`config.mk`:
```
export PLATFORM = sky130hd
export DESIGN_NAME = periodic_stencil_index_window_flat
export DESIGN_NICKNAME = d
export VERILOG_FILES = /design/src/design/psiw_pkg.sv /design/src/design/psiw_ifs.sv /design/src/design/psiw_div.sv /design/src/design/psiw_seq.sv /design/src/design/periodic_stencil_index_window.sv /design/src/flat_wrapper.sv
export VERILOG_INCLUDE_DIRS = /design/src /design/src/design
export SDC_FILE = /design/constraint.sdc
export NUM_CORES = 2
export LEC_CHECK = 0
export BUFFER_PORTS_ARGS = -buffer_cell sky130_fd_sc_hd__buf_2
export CAP_MARGIN = 10
export CORE_UTILIZATION = 35
export CTS_BUF_LIST = sky130_fd_sc_hd__clkbuf_16
export DETAILED_ROUTE_END_ITERATION = 10
export SETUP_SLACK_MARGIN = 0.2
export SYNTH_ARGS = -nofsm -noshare
export SYNTH_HDL_FRONTEND = slang
export SYNTH_HIERARCHICAL = 1
export SYNTH_SLANG_ARGS = --single-unit
```
`constraint.sdc`:
```
create_clock -name i_clk -period 9.8 [get_ports i_clk]
set_clock_uncertainty 0.15 [all_clocks]
set_input_delay 1.96 -clock i_clk [delete_from_list [all_inputs] [get_ports i_clk]]
set_output_delay 1.96 -clock i_clk [all_outputs]
set_load 0.005 [all_outputs]
```
`src/design/periodic_stencil_index_window_macros.svh`:
```
// Assertion macros shared by the design files.
// Clocked on i_clk, disabled while i_rst_n is low.
`ifndef PERIODIC_STENCIL_INDEX_WINDOW_MACROS_SVH
`define PERIODIC_STENCIL_INDEX_WINDOW_MACROS_SVH

// same-cycle implication
`define PSIW_ASSERT_IMP(lbl, ante, cons, msg) \
    lbl: assert property (@(posedge i_clk) disable iff (!i_rst_n) (ante) |-> (cons)) \
        else $error(msg);

// next-cycle implication
`define PSIW_ASSERT_NXT(lbl, ante, cons, msg) \
    lbl: assert property (@(posedge i_clk) disable iff (!i_rst_n) (ante) |=> (cons)) \
        else $error(msg);

`endif

```
`src/design/psiw_pkg.sv`:
```
// Types, widths, register codes and helpers for the periodic stencil index window.
// No dependencies.
package psiw_pkg;

    localparam int MAX_GRID   = 1024;
    localparam int MAX_WINDOW = 64;

    localparam int AXES   = 3;
    localparam int AXIS_W = 2;

    localparam int POS_W     = 32;
    localparam int WIN_W     = 7;
    localparam int GRID_W    = 11;
    localparam int TC_W      = 10;
    localparam int IDX_OUT_W = 10;
    localparam int SLOT_W    = 6;
    localparam int FRAC_W    = 24;

    localparam int DIFF_W  = POS_W + 1;
    localparam int PROD_W  = DIFF_W + GRID_W;
    localparam int START_W = PROD_W - FRAC_W;
    localparam int IDX_W   = START_W + 2;
    localparam int LO_W    = TC_W + GRID_W;

    localparam int FRAC_MASK = (2 ** FRAC_W) - 1;
    localparam int HALF_Q    = 2 ** (FRAC_W - 1);

    localparam int NUM_W         = START_W + FRAC_W;
    localparam int DIV_STEP_BITS = 2;
    localparam int DIV_STEPS     = NUM_W / DIV_STEP_BITS;
    localparam int DIV_CNT_W     = $clog2(DIV_STEPS);
    localparam int SUM_W         = NUM_W + 2;

    localparam logic [POS_W-1:0] POS_MAX = {1'b0, {(POS_W-1){1'b1}}};
    localparam logic [POS_W-1:0] POS_MIN = {1'b1, {(POS_W-1){1'b0}}};

    localparam int CFG_ADDR_W = 3;
    localparam logic [CFG_ADDR_W-1:0] CFG_TILE_COORD_X = 3'd0;
    localparam logic [CFG_ADDR_W-1:0] CFG_TILE_COORD_Y = 3'd1;
    localparam logic [CFG_ADDR_W-1:0] CFG_TILE_COORD_Z = 3'd2;
    localparam logic [CFG_ADDR_W-1:0] CFG_ORIGIN_X     = 3'd3;
    localparam logic [CFG_ADDR_W-1:0] CFG_ORIGIN_Y     = 3'd4;
    localparam logic [CFG_ADDR_W-1:0] CFG_ORIGIN_Z     = 3'd5;

    typedef logic [AXIS_W-1:0] t_axis;

    typedef struct packed {
        logic signed [POS_W-1:0] pos_x;
        logic signed [POS_W-1:0] pos_y;
        logic signed [POS_W-1:0] pos_z;
        logic [WIN_W-1:0]        window_size;
        logic [GRID_W-1:0]       grid_x;
        logic [GRID_W-1:0]       grid_y;
        logic [GRID_W-1:0]       grid_z;
        logic [GRID_W-1:0]       tile_x;
        logic [GRID_W-1:0]       tile_y;
        logic [GRID_W-1:0]       tile_z;
    } t_in_word;

    typedef struct packed {
        logic [SLOT_W-1:0]       slot;
        logic [IDX_OUT_W-1:0]    wrapped_x;
        logic [IDX_OUT_W-1:0]    wrapped_y;
        logic [IDX_OUT_W-1:0]    wrapped_z;
        logic                    is_last;
        logic                    overlaps;
        logic signed [POS_W-1:0] corner_x;
        logic signed [POS_W-1:0] corner_y;
        logic signed [POS_W-1:0] corner_z;
        logic [IDX_OUT_W-1:0]    tile_low_x;
        logic [IDX_OUT_W-1:0]    tile_low_y;
        logic [IDX_OUT_W-1:0]    tile_low_z;
    } t_out_word;

    typedef struct packed {
        logic [AXES-1:0][TC_W-1:0]  tile_coord;
        logic [AXES-1:0][POS_W-1:0] origin;
    } t_cfg;

    typedef struct packed {
        logic               go;
        logic               neg;
        logic [START_W-1:0] mag;
        logic [GRID_W-1:0]  den;
        logic [POS_W-1:0]   origin;
    } t_div_req;

    typedef struct packed {
        logic             idle;
        logic             done;
        logic [POS_W-1:0] corner;
    } t_div_rsp;

    function automatic logic [WIN_W-1:0] clamp_window(input logic [WIN_W-1:0] w);
        logic [WIN_W-1:0] r;
        r = w;
        if (w == '0) begin
            r = WIN_W'(1);
        end else if (w > WIN_W'(MAX_WINDOW)) begin
            r = WIN_W'(MAX_WINDOW);
        end
        return r;
    endfunction

    function automatic logic [GRID_W-1:0] clamp_grid(input logic [GRID_W-1:0] g);
        logic [GRID_W-1:0] r;
        r = g;
        if (g == '0) begin
            r = GRID_W'(1);
        end else if (g > GRID_W'(MAX_GRID)) begin
            r = GRID_W'(MAX_GRID);
        end
        return r;
    endfunction

endpackage

```
`src/design/psiw_ifs.sv`:
```
// Valid/ready channel interfaces for input and result words.
// Depends on psiw_pkg.
interface psiw_in_if;
    import psiw_pkg::*;
    logic     valid;
    logic     ready;
    t_in_word data;
    modport source (output valid, output data, input ready);
    modport sink   (input valid, input data, output ready);
endinterface

interface psiw_out_if;
    import psiw_pkg::*;
    logic      valid;
    logic      ready;
    t_out_word data;
    modport source (output valid, output data, input ready);
    modport sink   (input valid, input data, output ready);
endinterface

```
`src/design/psiw_div.sv`:
```
// Shared iterative divider: origin + trunc(start * 2^24 / grid), saturated.
// Two quotient bits per cycle. Depends on psiw_pkg and the macros header.
`include "periodic_stencil_index_window_macros.svh"

module psiw_div (
    input  logic               i_clk,
    input  logic               i_rst_n,
    input  psiw_pkg::t_div_req i_req,
    output psiw_pkg::t_div_rsp o_rsp
);
    import psiw_pkg::*;

    localparam logic [1:0] D_IDLE = 2'd0;
    localparam logic [1:0] D_STEP = 2'd1;
    localparam logic [1:0] D_FIN  = 2'd2;

    logic [1:0]           r_state;
    logic [DIV_CNT_W-1:0] r_cnt;
    logic                 r_done;
    logic [NUM_W-1:0]     r_num;
    logic [GRID_W-1:0]    r_rem;
    logic [GRID_W-1:0]    r_den;
    logic                 r_neg;
    logic [POS_W-1:0]     r_org;
    logic [POS_W-1:0]     r_corner;

    logic [NUM_W-1:0]  n_num;
    logic [GRID_W-1:0] n_rem;
    logic [GRID_W:0]   sh;
    logic [SUM_W-1:0]  sq;
    logic [SUM_W-1:0]  sum;
    logic [POS_W-1:0]  sat;

    always_comb begin
        n_num = r_num;
        n_rem = r_rem;
        sh    = '0;
        for (int k = 0; k < DIV_STEP_BITS; k++) begin
            sh    = {n_rem, n_num[NUM_W-1]};
            n_num = {n_num[NUM_W-2:0], 1'b0};
            if (sh >= {1'b0, r_den}) begin
                n_rem    = GRID_W'(sh - {1'b0, r_den});
                n_num[0] = 1'b1;
            end else begin
                n_rem = sh[GRID_W-1:0];
            end
        end
    end

    always_comb begin
        sq  = r_neg ? (SUM_W'(0) - SUM_W'(r_num)) : SUM_W'(r_num);
        sum = {{(SUM_W-POS_W){r_org[POS_W-1]}}, r_org} + sq;
        if ((&sum[SUM_W-1:POS_W-1]) || !(|sum[SUM_W-1:POS_W-1])) begin
            sat = sum[POS_W-1:0];
        end else if (sum[SUM_W-1]) begin
            sat = POS_MIN;
        end else begin
            sat = POS_MAX;
        end
    end

    always_ff @(posedge i_clk) begin
        if (!i_rst_n) begin
            r_state <= D_IDLE;
            r_cnt   <= '0;
            r_done  <= 1'b0;
        end else begin
            r_done <= 1'b0;
            unique case (r_state)
                D_IDLE: begin
                    if (i_req.go) begin
                        r_state <= D_STEP;
                        r_cnt   <= '0;
                    end
                end
                D_STEP: begin
                    r_cnt <= r_cnt + DIV_CNT_W'(1);
                    if (r_cnt == DIV_CNT_W'(DIV_STEPS - 1)) begin
                        r_state <= D_FIN;
                    end
                end
                D_FIN: begin
                    r_done  <= 1'b1;
                    r_state <= D_IDLE;
                end
                default: begin
                    r_state <= D_IDLE;
                end
            endcase
        end
    end

    always_ff @(posedge i_clk) begin
        if (r_state == D_IDLE && i_req.go) begin
            r_num <= {i_req.mag, FRAC_W'(0)};
            r_rem <= '0;
            r_den <= i_req.den;
            r_neg <= i_req.neg;
            r_org <= i_req.origin;
        end else if (r_state == D_STEP) begin
            r_num <= n_num;
            r_rem <= n_rem;
        end
        if (r_state == D_FIN) begin
            r_corner <= sat;
        end
    end

    assign o_rsp.idle   = (r_state == D_IDLE);
    assign o_rsp.done   = r_done;
    assign o_rsp.corner = r_corner;

    `PSIW_ASSERT_NXT(a_div_launch, (r_state == D_IDLE) && i_req.go, (r_state == D_STEP) && (r_cnt == '0), "divider did not start stepping")
    `PSIW_ASSERT_IMP(a_div_rem, r_state == D_STEP, r_rem < r_den, "partial remainder not below divisor")
    `PSIW_ASSERT_NXT(a_div_pulse, r_done, !r_done, "done held longer than one cycle")

endmodule

```
`src/design/psiw_seq.sv`:
```
// Sequencer: start index per axis, slot walk with periodic wrap and tile overlap,
// corner divisions dispatched to the shared divider. Depends on psiw_pkg, macros.
`include "periodic_stencil_index_window_macros.svh"

module psiw_seq (
    input  logic                i_clk,
    input  logic                i_rst_n,
    input  psiw_pkg::t_cfg      i_cfg,
    input  logic                i_in_valid,
    input  psiw_pkg::t_in_word  i_in_word,
    output logic                o_in_ready,
    input  logic                i_can_load,
    output logic                o_emit_valid,
    output psiw_pkg::t_out_word o_emit_word,
    output psiw_pkg::t_div_req  o_div_req,
    input  psiw_pkg::t_div_rsp  i_div_rsp
);
    import psiw_pkg::*;

    localparam logic [2:0] S_IDLE = 3'd0;
    localparam logic [2:0] S_SUB  = 3'd1;
    localparam logic [2:0] S_MUL  = 3'd2;
    localparam logic [2:0] S_RND  = 3'd3;
    localparam logic [2:0] S_RUN  = 3'd4;

    logic [2:0]        r_state, n_state;
    t_axis             r_axis;
    logic [SLOT_W-1:0] r_slot;
    logic [AXES-1:0]   r_hit;
    t_axis             r_div_axis;
    logic              r_div_busy;

    logic [WIN_W-1:0]                r_w;
    logic [AXES-1:0][POS_W-1:0]      r_pos;
    logic [AXES-1:0][GRID_W-1:0]     r_grid;
    logic [AXES-1:0][GRID_W-1:0]     r_tsz;
    logic signed [DIFF_W-1:0]        r_diff;
    logic signed [PROD_W-1:0]        r_prod;
    logic [AXES-1:0][LO_W-1:0]       r_lo;
    logic [AXES-1:0][START_W-1:0]    r_start;
    logic [AXES-1:0][POS_W-1:0]      r_corner;

    logic                     in_acc;
    logic [POS_W-1:0]         pos_sel;
    logic [POS_W-1:0]         org_sel;
    logic signed [DIFF_W-1:0] diff_c;
    logic signed [PROD_W:0]   prod_full;
    logic [LO_W-1:0]          lo_c;
    logic [PROD_W-1:0]        p_bias;
    logic                     round_up;
    logic [START_W-1:0]       start_c;

    logic signed [IDX_W-1:0] idx_c [AXES];
    logic signed [IDX_W-1:0] grd_c [AXES];
    logic signed [IDX_W-1:0] v_c   [AXES];
    logic signed [IDX_W-1:0] lo_e  [AXES];
    logic signed [IDX_W-1:0] hi_e  [AXES];
    logic [AXES-1:0]         hit_now;

    logic               last;
    logic               div_all;
    logic               emit_fire;
    t_axis              div_sel;
    logic [START_W-1:0] div_start;

    assign o_in_ready = (r_state == S_IDLE);
    assign in_acc     = i_in_valid && o_in_ready;

    // setup datapath, one axis per pass
    always_comb begin
        pos_sel   = r_pos[r_axis];
        org_sel   = i_cfg.origin[r_axis];
        diff_c    = {pos_sel[POS_W-1], pos_sel} - {org_sel[POS_W-1], org_sel};
        lo_c      = i_cfg.tile_coord[r_axis] * r_tsz[r_axis];
        prod_full = r_diff * $signed({1'b0, r_grid[r_axis]});
        // truncate toward zero: bias negative products before the shift
        p_bias    = r_prod + (r_prod[PROD_W-1] ? PROD_W'(FRAC_MASK) : PROD_W'(0));
        round_up  = !r_prod[PROD_W-1] && (r_prod[FRAC_W-1:0] > FRAC_W'(HALF_Q));
        start_c   = p_bias[PROD_W-1:FRAC_W] + START_W'(round_up) - START_W'(r_w >> 1);
    end

    // slot lanes, one per axis
    always_comb begin
        for (int a = 0; a < AXES; a++) begin
            idx_c[a] = {{(IDX_W-START_W){r_start[a][START_W-1]}}, r_start[a]}
                     + IDX_W'(r_slot);
            grd_c[a] = IDX_W'(r_grid[a]);
            if (idx_c[a] < 0) begin
                v_c[a] = idx_c[a] + grd_c[a];
            end else if (idx_c[a] >= grd_c[a]) begin
                v_c[a] = idx_c[a] - grd_c[a];
            end else begin
                v_c[a] = idx_c[a];
            end
            lo_e[a]    = IDX_W'(r_lo[a]);
            hi_e[a]    = IDX_W'(r_lo[a]) + IDX_W'(r_tsz[a]);
            hit_now[a] = (v_c[a] >= lo_e[a]) && (v_c[a] < hi_e[a]);
        end
    end

    assign last         = (r_slot == SLOT_W'(r_w - WIN_W'(1)));
    assign div_all      = (r_div_axis == AXIS_W'(AXES));
    assign o_emit_valid = (r_state == S_RUN) && (!last || div_all);
    assign emit_fire    = o_emit_valid && i_can_load;

    always_comb begin
        o_emit_word            = '0;
        o_emit_word.slot       = r_slot;
        o_emit_word.wrapped_x  = v_c[0][IDX_OUT_W-1:0];
        o_emit_word.wrapped_y  = v_c[1][IDX_OUT_W-1:0];
        o_emit_word.wrapped_z  = v_c[2][IDX_OUT_W-1:0];
        o_emit_word.is_last    = last;
        if (last) begin
            o_emit_word.overlaps   = &(r_hit | hit_now);
            o_emit_word.corner_x   = r_corner[0];
            o_emit_word.corner_y   = r_corner[1];
            o_emit_word.corner_z   = r_corner[2];
            o_emit_word.tile_low_x = r_lo[0][IDX_OUT_W-1:0];
            o_emit_word.tile_low_y = r_lo[1][IDX_OUT_W-1:0];
            o_emit_word.tile_low_z = r_lo[2][IDX_OUT_W-1:0];
        end
    end

    // divider dispatch
    always_comb begin
        div_sel          = div_all ? t_axis'(0) : r_div_axis;
        div_start        = r_start[div_sel];
        o_div_req.go     = (r_state == S_RUN) && !r_div_busy && !div_all;
        o_div_req.neg    = div_start[START_W-1];
        o_div_req.mag    = div_start[START_W-1] ? (START_W'(0) - div_start) : div_start;
        o_div_req.den    = r_grid[div_sel];
        o_div_req.origin = i_cfg.origin[div_sel];
    end

    always_comb begin
        n_state = r_state;
        unique case (r_state)
            S_IDLE:  if (in_acc) n_state = S_SUB;
            S_SUB:   n_state = S_MUL;
            S_MUL:   n_state = S_RND;
            S_RND:   n_state = (r_axis == AXIS_W'(AXES - 1)) ? S_RUN : S_SUB;
            S_RUN:   if (emit_fire && last) n_state = S_IDLE;
            default: n_state = S_IDLE;
        endcase
    end

    always_ff @(posedge i_clk) begin
        if (!i_rst_n) begin
            r_state    <= S_IDLE;
            r_axis     <= '0;
            r_slot     <= '0;
            r_hit      <= '0;
            r_div_axis <= '0;
            r_div_busy <= 1'b0;
        end else begin
            r_state <= n_state;
            if (r_state == S_RND) begin
                if (r_axis == AXIS_W'(AXES - 1)) begin
                    r_axis     <= '0;
                    r_slot     <= '0;
                    r_hit      <= '0;
                    r_div_axis <= '0;
                end else begin
                    r_axis <= r_axis + AXIS_W'(1);
                end
            end
            if (emit_fire) begin
                r_slot <= r_slot + SLOT_W'(1);
                r_hit  <= r_hit | hit_now;
            end
            if (o_div_req.go) begin
                r_div_busy <= 1'b1;
            end else if (i_div_rsp.done) begin
                r_div_busy <= 1'b0;
                r_div_axis <= r_div_axis + AXIS_W'(1);
            end
        end
    end

    always_ff @(posedge i_clk) begin
        if (in_acc) begin
            r_w        <= clamp_window(i_in_word.window_size);
            r_pos[0]   <= i_in_word.pos_x;
            r_pos[1]   <= i_in_word.pos_y;
            r_pos[2]   <= i_in_word.pos_z;
            r_grid[0]  <= clamp_grid(i_in_word.grid_x);
            r_grid[1]  <= clamp_grid(i_in_word.grid_y);
            r_grid[2]  <= clamp_grid(i_in_word.grid_z);
            r_tsz[0]   <= i_in_word.tile_x;
            r_tsz[1]   <= i_in_word.tile_y;
            r_tsz[2]   <= i_in_word.tile_z;
        end
        if (r_state == S_SUB) begin
            r_diff         <= diff_c;
            r_lo[r_axis]   <= lo_c;
        end
        if (r_state == S_MUL) begin
            r_prod <= prod_full[PROD_W-1:0];
        end
        if (r_state == S_RND) begin
            r_start[r_axis] <= start_c;
        end
        if (r_div_busy && i_div_rsp.done) begin
            r_corner[div_sel] <= i_div_rsp.corner;
        end
    end

    `PSIW_ASSERT_NXT(a_seq_accept, in_acc, r_state == S_SUB, "accepted word did not start setup")
    `PSIW_ASSERT_IMP(a_seq_slot, r_state == S_RUN, WIN_W'(r_slot) < r_w, "slot ran past window")
    `PSIW_ASSERT_IMP(a_seq_divgo, o_div_req.go, i_div_rsp.idle, "divider launched while busy")
    `PSIW_ASSERT_NXT(a_seq_end, emit_fire && last, r_state == S_IDLE, "no return to idle after last slot")

endmodule

```
`src/design/periodic_stencil_index_window.sv`:
```
// Channel      Dir  Handshake            Payload
// i_in         in   valid/ready          position, window size, grid and tile sizes
// o_out        out  valid/ready          slot, wrapped indices, corner, tile low, overlap
// i_cfg_*      in   write enable only    tile coordinates and origin, index 0..5
//
// An item, once accepted, goes through per-axis setup (subtract, multiply, round),
// then three 22-step corner divisions in the shared divider, while slots stream
// out at one per cycle unless the output stalls; the last slot waits for all three.
// i_in.ready is high only between items. Output stalls hold the slot walk; the
// registered output stage takes a new word as the previous one leaves.
// Synchronous active-low reset clears the config registers and all control state.
module periodic_stencil_index_window (
    input  logic                              i_clk,
    input  logic                              i_rst_n,
    input  logic                              i_cfg_we,
    input  logic [psiw_pkg::CFG_ADDR_W-1:0]   i_cfg_addr,
    input  logic [psiw_pkg::POS_W-1:0]        i_cfg_wdata,
    psiw_in_if.sink                           i_in,
    psiw_out_if.source                        o_out
);
    import psiw_pkg::*;

    t_cfg      r_cfg;
    logic      r_ovalid;
    t_out_word r_oword;

    logic      in_ready;
    logic      can_load;
    logic      emit_valid;
    t_out_word emit_word;
    t_div_req  div_req;
    t_div_rsp  div_rsp;

    always_ff @(posedge i_clk) begin
        if (!i_rst_n) begin
            r_cfg <= '0;
        end else if (i_cfg_we) begin
            unique case (i_cfg_addr)
                CFG_TILE_COORD_X: r_cfg.tile_coord[0] <= i_cfg_wdata[TC_W-1:0];
                CFG_TILE_COORD_Y: r_cfg.tile_coord[1] <= i_cfg_wdata[TC_W-1:0];
                CFG_TILE_COORD_Z: r_cfg.tile_coord[2] <= i_cfg_wdata[TC_W-1:0];
                CFG_ORIGIN_X:     r_cfg.origin[0]     <= i_cfg_wdata;
                CFG_ORIGIN_Y:     r_cfg.origin[1]     <= i_cfg_wdata;
                CFG_ORIGIN_Z:     r_cfg.origin[2]     <= i_cfg_wdata;
                default: begin
                end
            endcase
        end
    end

    assign can_load = !r_ovalid || o_out.ready;

    always_ff @(posedge i_clk) begin
        if (!i_rst_n) begin
            r_ovalid <= 1'b0;
        end else if (can_load) begin
            r_ovalid <= emit_valid;
        end
    end

    always_ff @(posedge i_clk) begin
        if (can_load && emit_valid) begin
            r_oword <= emit_word;
        end
    end

    assign o_out.valid = r_ovalid;
    assign o_out.data  = r_oword;
    assign i_in.ready  = in_ready;

    psiw_div u_div (
        .i_clk   (i_clk),
        .i_rst_n (i_rst_n),
        .i_req   (div_req),
        .o_rsp   (div_rsp)
    );

    psiw_seq u_seq (
        .i_clk        (i_clk),
        .i_rst_n      (i_rst_n),
        .i_cfg        (r_cfg),
        .i_in_valid   (i_in.valid),
        .i_in_word    (i_in.data),
        .o_in_ready   (in_ready),
        .i_can_load   (can_load),
        .o_emit_valid (emit_valid),
        .o_emit_word  (emit_word),
        .o_div_req    (div_req),
        .i_div_rsp    (div_rsp)
    );

endmodule

```
`src/flat_wrapper.sv`:
```
// flat-port wrapper written by rule: the top's interface ports become plain ports
module periodic_stencil_index_window_flat import psiw_pkg::*;
  (i_clk, i_rst_n, i_cfg_we, i_cfg_addr, i_cfg_wdata, i_in_valid, i_in_data, i_in_ready, o_out_valid, o_out_data, o_out_ready);
  psiw_in_if i_in_i ();
  psiw_out_if o_out_i ();
  input  logic i_clk;
  input  logic i_rst_n;
  input  logic i_cfg_we;
  input  logic [psiw_pkg::CFG_ADDR_W-1:0] i_cfg_addr;
  input  logic [psiw_pkg::POS_W-1:0] i_cfg_wdata;
  input wire logic [$bits(i_in_i.valid)-1:0] i_in_valid;
  input wire logic [$bits(i_in_i.data)-1:0] i_in_data;
  output wire logic [$bits(i_in_i.ready)-1:0] i_in_ready;
  output wire logic [$bits(o_out_i.valid)-1:0] o_out_valid;
  output wire logic [$bits(o_out_i.data)-1:0] o_out_data;
  input wire logic [$bits(o_out_i.ready)-1:0] o_out_ready;
  assign i_in_i.valid = i_in_valid;
  assign i_in_i.data = i_in_data;
  assign i_in_ready = i_in_i.ready;
  assign o_out_valid = o_out_i.valid;
  assign o_out_data = o_out_i.data;
  assign o_out_i.ready = o_out_ready;
  periodic_stencil_index_window u_core (.i_clk(i_clk), .i_rst_n(i_rst_n), .i_cfg_we(i_cfg_we), .i_cfg_addr(i_cfg_addr), .i_cfg_wdata(i_cfg_wdata), .i_in(i_in_i), .o_out(o_out_i));
endmodule
```
# Yosys cells after proc, flatten, opt, wreduce, memory -nomap -nowiden
# Cells that the tools add are included.
[op_classes]
add_sub_neg = 26
multipliers = 2
div_mod_pow = 0
magnitude_cmp = 23
eq_ne = 19
n_shift = 0
n_mux = 70
bitwise = 1
reduce_logical = 52
[op_table]
columns = ["op", "count"]
rows = [
  ["binary-select mux 32 bit (select 2 bit)", 3],
  ["2-to-1 mux 32 bit", 6],
  ["2-to-1 mux 22 bit", 6],
  ["bitwise mux 96 bit", 1],
  ["2-to-1 mux 11 bit", 8],
  ["2-to-1 mux 44 bit", 2],
  ["adder 21 x 11 -> 22 bit", 3],
  ["adder 21 x 12 -> 22 bit", 3],
  ["binary-select mux 11 bit (select 2 bit)", 3],
  [">= comparator 22 bit", 3],
  ["< comparator 22 bit", 3],
  ["subtractor 21 x 12 -> 22 bit", 3],
  ["demux 32 bit (select 2 bit)", 1],
  ["adder 20 x 7 -> 21 bit", 3],
  ["bitwise mux 63 bit", 1],
  [">= comparator 21 x 12 -> 1 bit", 3],
  ["< comparator 21 x 1 -> 1 bit, second input constant", 3],
  ["bitwise mux 60 bit", 1],
  ["2-to-1 mux 20 bit", 3],
  ["adder 46 bit", 1],
  ["2-to-1 mux 46 bit", 1],
  ["subtractor 1 x 44 -> 45 bit, first input constant", 1],
  ["adder 44 x 25 -> 44 bit", 1],
  ["multiplier 33 x 12 -> 44 bit", 1],
  ["other kinds (55)", 129],
]
[word_totals]
ff_bits = 912
latchBits = 0
mem_bits_rw = 0
rom_bits = 0
in_bits = 209
out_inout_bits = 166
elab_cells = 253
n_memories = 0

# Longest topological paths before layout
[logic_depth]
ltp_word = 9
depth_mapped = 33
mapped_depth_nobuf = 31

# Hierarchy
# Netlist, hierarchy kept.
[by_module_without_submodules]
columns = ["module", "instances", "cells_each", "area_per_inst_um2", "seq_area_each_um2"]
rows = [
  ["psiw_seq", 1, 5207, 49816.5, 14303.7],
  ["psiw_div", 1, 1139, 10359.9, 3743.6],
  ["periodic_stencil_index_window", 1, 617, 9556.7, 7467.2],
]

# Worst setup path before layout
# No wires, ideal clock.
[synth_path]
kind = "flip-flop to flip-flop"
from = "reg u_core.u_seq.r_axis[0]"
to = "reg u_core.u_seq.r_lo, in the netlist u_core/u_seq/lo_e[20] (data pin)"
setup_time_ps = 278
arrival_ps = 6795
required_ps = 9372
setup_slack_ps = 2578
path_stages_with_launch = 25
n_path_buf = 3
period_less_slack_ps = 7222
path_cell_list = "dfxtp_1 clkbuf_1 buf_1 buf_1 mux2i_1 o21ai_1 nand2_1 fa_1 fa_1 inv_1 ha_1 inv_1 fa_1 inv_1 fa_1 ha_1 nor2b_1 o21a_1 o41ai_1 o2111ai_1 a31oi_1 nor2b_1 o21a_1 o41ai_1 xnor2_1"
[synth_between]
word_cells_on_any_way = 11
cone_classes = "mul: 1; order compare: 2; mux: 7; reduce/logical: 1"
[synth_lines]
columns = ["element", "line_no", "rtl"]
rows = [
  ["start, declared", "psiw_seq.sv:27", "t_axis r_axis;"],
  ["start signal, assigned", "psiw_seq.sv:164", "r_axis <= r_axis + AXIS_W'(1);"],
  ["binary-select mux 10 bit (select 2 bit) or binary-select mux 11 bit (select 2 bit) (tied branches)", "psiw_seq.sv:74", "lo_c = i_cfg.tile_coord[r_axis] * r_tsz[r_axis];"],
  ["2-to-1 mux 10 bit (implied by the code) or 2-to-1 mux 11 bit (tied branches)", "psiw_seq.sv:74", ""],
  ["multiplier 10 x 11 -> 21 bit *", "psiw_seq.sv:74", ""],
  ["via u_core.u_seq.lo_c[20]", "psiw_seq.sv:48", "logic [LO_W-1:0] lo_c;"],
  ["bitwise mux 63 bit *", "psiw_seq.sv:195", "r_lo[r_axis] <= lo_c;"],
  ["end signal, assigned by index", "psiw_seq.sv:195", ""],
  ["end, declared", "psiw_seq.sv:39", "logic [AXES-1:0][LO_W-1:0] r_lo;"],
]
# The timed path passes the listed nets; every way through them passes the cells marked *. The select of a mux whose other input is x is not followed.
# A chain may end at the register's enable or synchronous reset.

==> run metrics <==
Worst Hold Class reg -> reg; dpl ws 1.17 ns; Placed Area around 0.075 mm²; sequential power share 0.223; Sink Count 912; cts repair resizes 0; Cells after DPL between 9k and 10k; ANT nets after route 0; initial antenna violation count 19; Setup Buffers After CTS 0; die height ~450 µm; switching share of power 0.449; clock network power share 0.150; Synth Instances just under 7k; max frequency between 100 and 150 MHz; internal power ~14 mW; clk_lat worst skew 0.79 ns; Num CTS Buffers a little over 100; most frequent cells in the layout nand2_1 (770), edfxtp_1 (725), inv_1 (693), ha_1 (559), fa_1 (398); Net Sw Power 11.6 mW; commonest non-fill, non-tap cell in the layout nand2_1; RSZ-0062 raised after global routing no; num ports roughly 380; fill cell count 19.3k; pin count of the biggest net entering global routing between 100 and 150; area grow syn2layout 12.0%; Worst slew margin 0.164; H-tree depth 3; top_reg_cell synth edfxtp_1; Combinational Power Share 0.627; hpwl dp approximately 170 mm; CTS tree done; final non-filler cell total around 10k; via count 53.2k; worst-margin pin slew about 1.2 ns; min cycle time layout around 8.8 ns; GR Overflow Total 0; routed vias/inst 5.33; Sequential cell area around 0.026 mm²; Clk Tree Root Cell clkbuf_16; core area 0.198 mm²; CP Class reg -> reg; Power Density roughly 330 mW/mm²; fin nets 8407; GPL Wtd Cong ~0.95; final setup fails 0; drt wl/cell between 20 and 25 µm; DRC viols 0; Avg Cell Area, Syn between 10 and 15 µm²; Distinct cells, synth ~100; Crit. End Element register; Longest Clk Path Bufs 3; clock slew at reported path FFs 0.06 ns; max cap viols 0; asr flop ratio synth 0; first-pass GRT wire length between 300 and 400 mm; GRT Overall Usage 0.211; synthesized cell area roughly 0.070 mm²; Max VDD drop 0.000612 V; die width approximately 450 µm; hold-fix buffers at CTS 0; Startpoint Class register; Sum Neg Setup Slack 0 ns; Yosys Warn Count 6; part of the Yosys area used for sequential elements 0.366; number of global-route vias before repair 52.2k; Hold Vio Cnt, Final 0; Pleak 32.4 nW; crit-path max FO 11; die area 0.201 mm²; Post-Route WL 215 mm; Max Slew Vio Count 0; arrival time at the worst endpoint a little over 9 ns; Detailed Route Iter0 Violations 4106; Port Buf Inserts 374; EDFF count, synth just over 700; Multi-input gate area around 0.04 mm²; period utilisation layout 0.894; Req. time, crit path between 10 and 15 ns; Net Count, Synth between 8k and 9k; final core utilization 0.395; FP Rows approximately 160; outcome finished clean; Yosys reg bits about 910; drt pass-1 iters 7; final worst slack roughly 1.0 ns; design area 0.0781 mm²; ratio of cells with drive above 1 in the final layout 0.0984; initial core utilization 0.353
power by group through the flow:
| stage | Combinational (mW) | Sequential, mW | Clock (mW) |
|---|---|---|---|
| floorplan | 11.9 | 5.58 | 0 |
| global placement | 15.7 | 5.79 | 0 |
| detailed placement | 15.9 | 5.79 | 0 |
| CTS | 16.0 | 5.71 | 3.96 |
| global route | 18.0 | 5.74 | 4.12 |
| finish | 16.1 | 5.72 | 3.86 |
layer usage:
layer  track usage  part of all wire  up-vias  wire length, µm
met5             0           0.00021        -               46
met4        0.0663             0.031        6             6620
met3        0.0346             0.069      285            14900
met2         0.339              0.45     1799            97800
met1         0.290              0.45    26165            95700
li1              -                 -    24923                -
flip-flops by register name, indices dropped and copies added, names as in the netlist, 6 cells and up:
name and count:
u_core/u_seq/r_pos 96, u_core/u_seq/lo_e 63, u_core/r_cfg 126, u_core/u_div/r_den 11, u_core/u_seq/r_start 60, u_core/u_seq/grd_c 33
u_core/u_div/r_rem 11, u_core/u_seq/r_prod 44, u_core/u_div/r_org 32, u_core/u_div/r_num 44, u_core/o_out.data 164, u_core/u_div/r_corner 32
u_core/u_seq/r_slot 6, u_core/u_seq/r_corner 96, u_core/u_seq/r_diff 33, u_core/u_seq/r_w 7, u_core/u_seq/r_tsz 33
metrics by stage:
stage               total power [mW]  hold slack [ns]
floorplan                       17.5            0.272
global placement                21.5            0.292
detailed placement              21.7            0.301
CTS                             25.7            0.314
global route                    27.9            0.328
finish                          25.7            0.311
cell type report:
class / count / share of cell area
diodes: 3 / 0.0000962
clock buffers: 103 / 0.0330
clock inverters: 90 / 0.0106
inverters: 676 / 0.0325
multi-input cells: 5095 / 0.523
flip-flops and latches: 912 / 0.327
well taps: 2640 / 0.0423
repair buffers: 451 / 0.0318
cells in the mapped netlist, types with 54 or more instances:
master	n	area, µm²
a21o_1	135	1010
a21oi_1	325	1630
and2_1	307	1920
clkbuf_1	229	860
dfxtp_1	187	3740
edfxtp_1	725	21800
fa_1	398	7970
ha_1	561	7020
inv_1	673	2530
mux2i_1	306	3060
nand2_1	770	2890
nand3_1	106	531
nand4_1	56	350
nor2_1	379	1420
nor2b_1	94	588
nor3_1	98	490
nor4_1	63	394
o21ai_0	299	1500
o221ai_1	54	473
xnor2_1	274	2400
xor2_1	105	920
worst max-delay path, stage by stage, from the launching register on:
cell and delay (ns):
dfxtp_1 0.57, inv_1 0.24, fa_1 0.48, nand2b_1 0.19
a21o_1 0.19, nand2_1 0.18, xor2_1 0.42, ha_1 0.41
nand4_1 0.17, a21oi_1 0.05, or3_1 0.44, a21oi_1 0.33
o311ai_1 0.36, nor3_2 0.80, nor2_1 0.44, a221o_1 0.40
a22o_1 0.26, ha_1 0.33, a21o_1 0.16, a21o_1 0.17
a21o_1 0.17, a21o_1 0.18, a21oi_1 0.15, o21ai_0 0.12
or3b_2 0.45, o21ai_1 0.27, a31oi_1 0.16, nor4b_2 0.27
kinds of logic after synthesis:
logic type,synth area share
AO/OA/AOI/OAI,0.125
multiplexers,0.0462
flip-flops,0.366
buffers and inverters,0.0522
AND/OR/NAND/NOR,0.148
adder cells (fa/ha/maj),0.215
XOR/XNOR,0.0476
final timing paths:
check	start	endpoint	slack [ns]	depth (start not counted)
setup reg to reg	u_core/u_seq/r_slot[1]$_SDFFE_PN0P_	u_core/o_out.data[126]$_DFFE_PP_	1.03	27
hold / removal	u_core/u_div/r_corner[10]$_DFFE_PP_	u_core/u_seq/r_corner[74]$_DFFE_PP_	0.31	0
setup / recovery	u_core/u_seq/r_slot[1]$_SDFFE_PN0P_	u_core/o_out.data[126]$_DFFE_PP_	1.03	27
hold reg to reg	u_core/u_div/r_corner[10]$_DFFE_PP_	u_core/u_seq/r_corner[74]$_DFFE_PP_	0.31	0
Power figures use the tool's default switching activity.
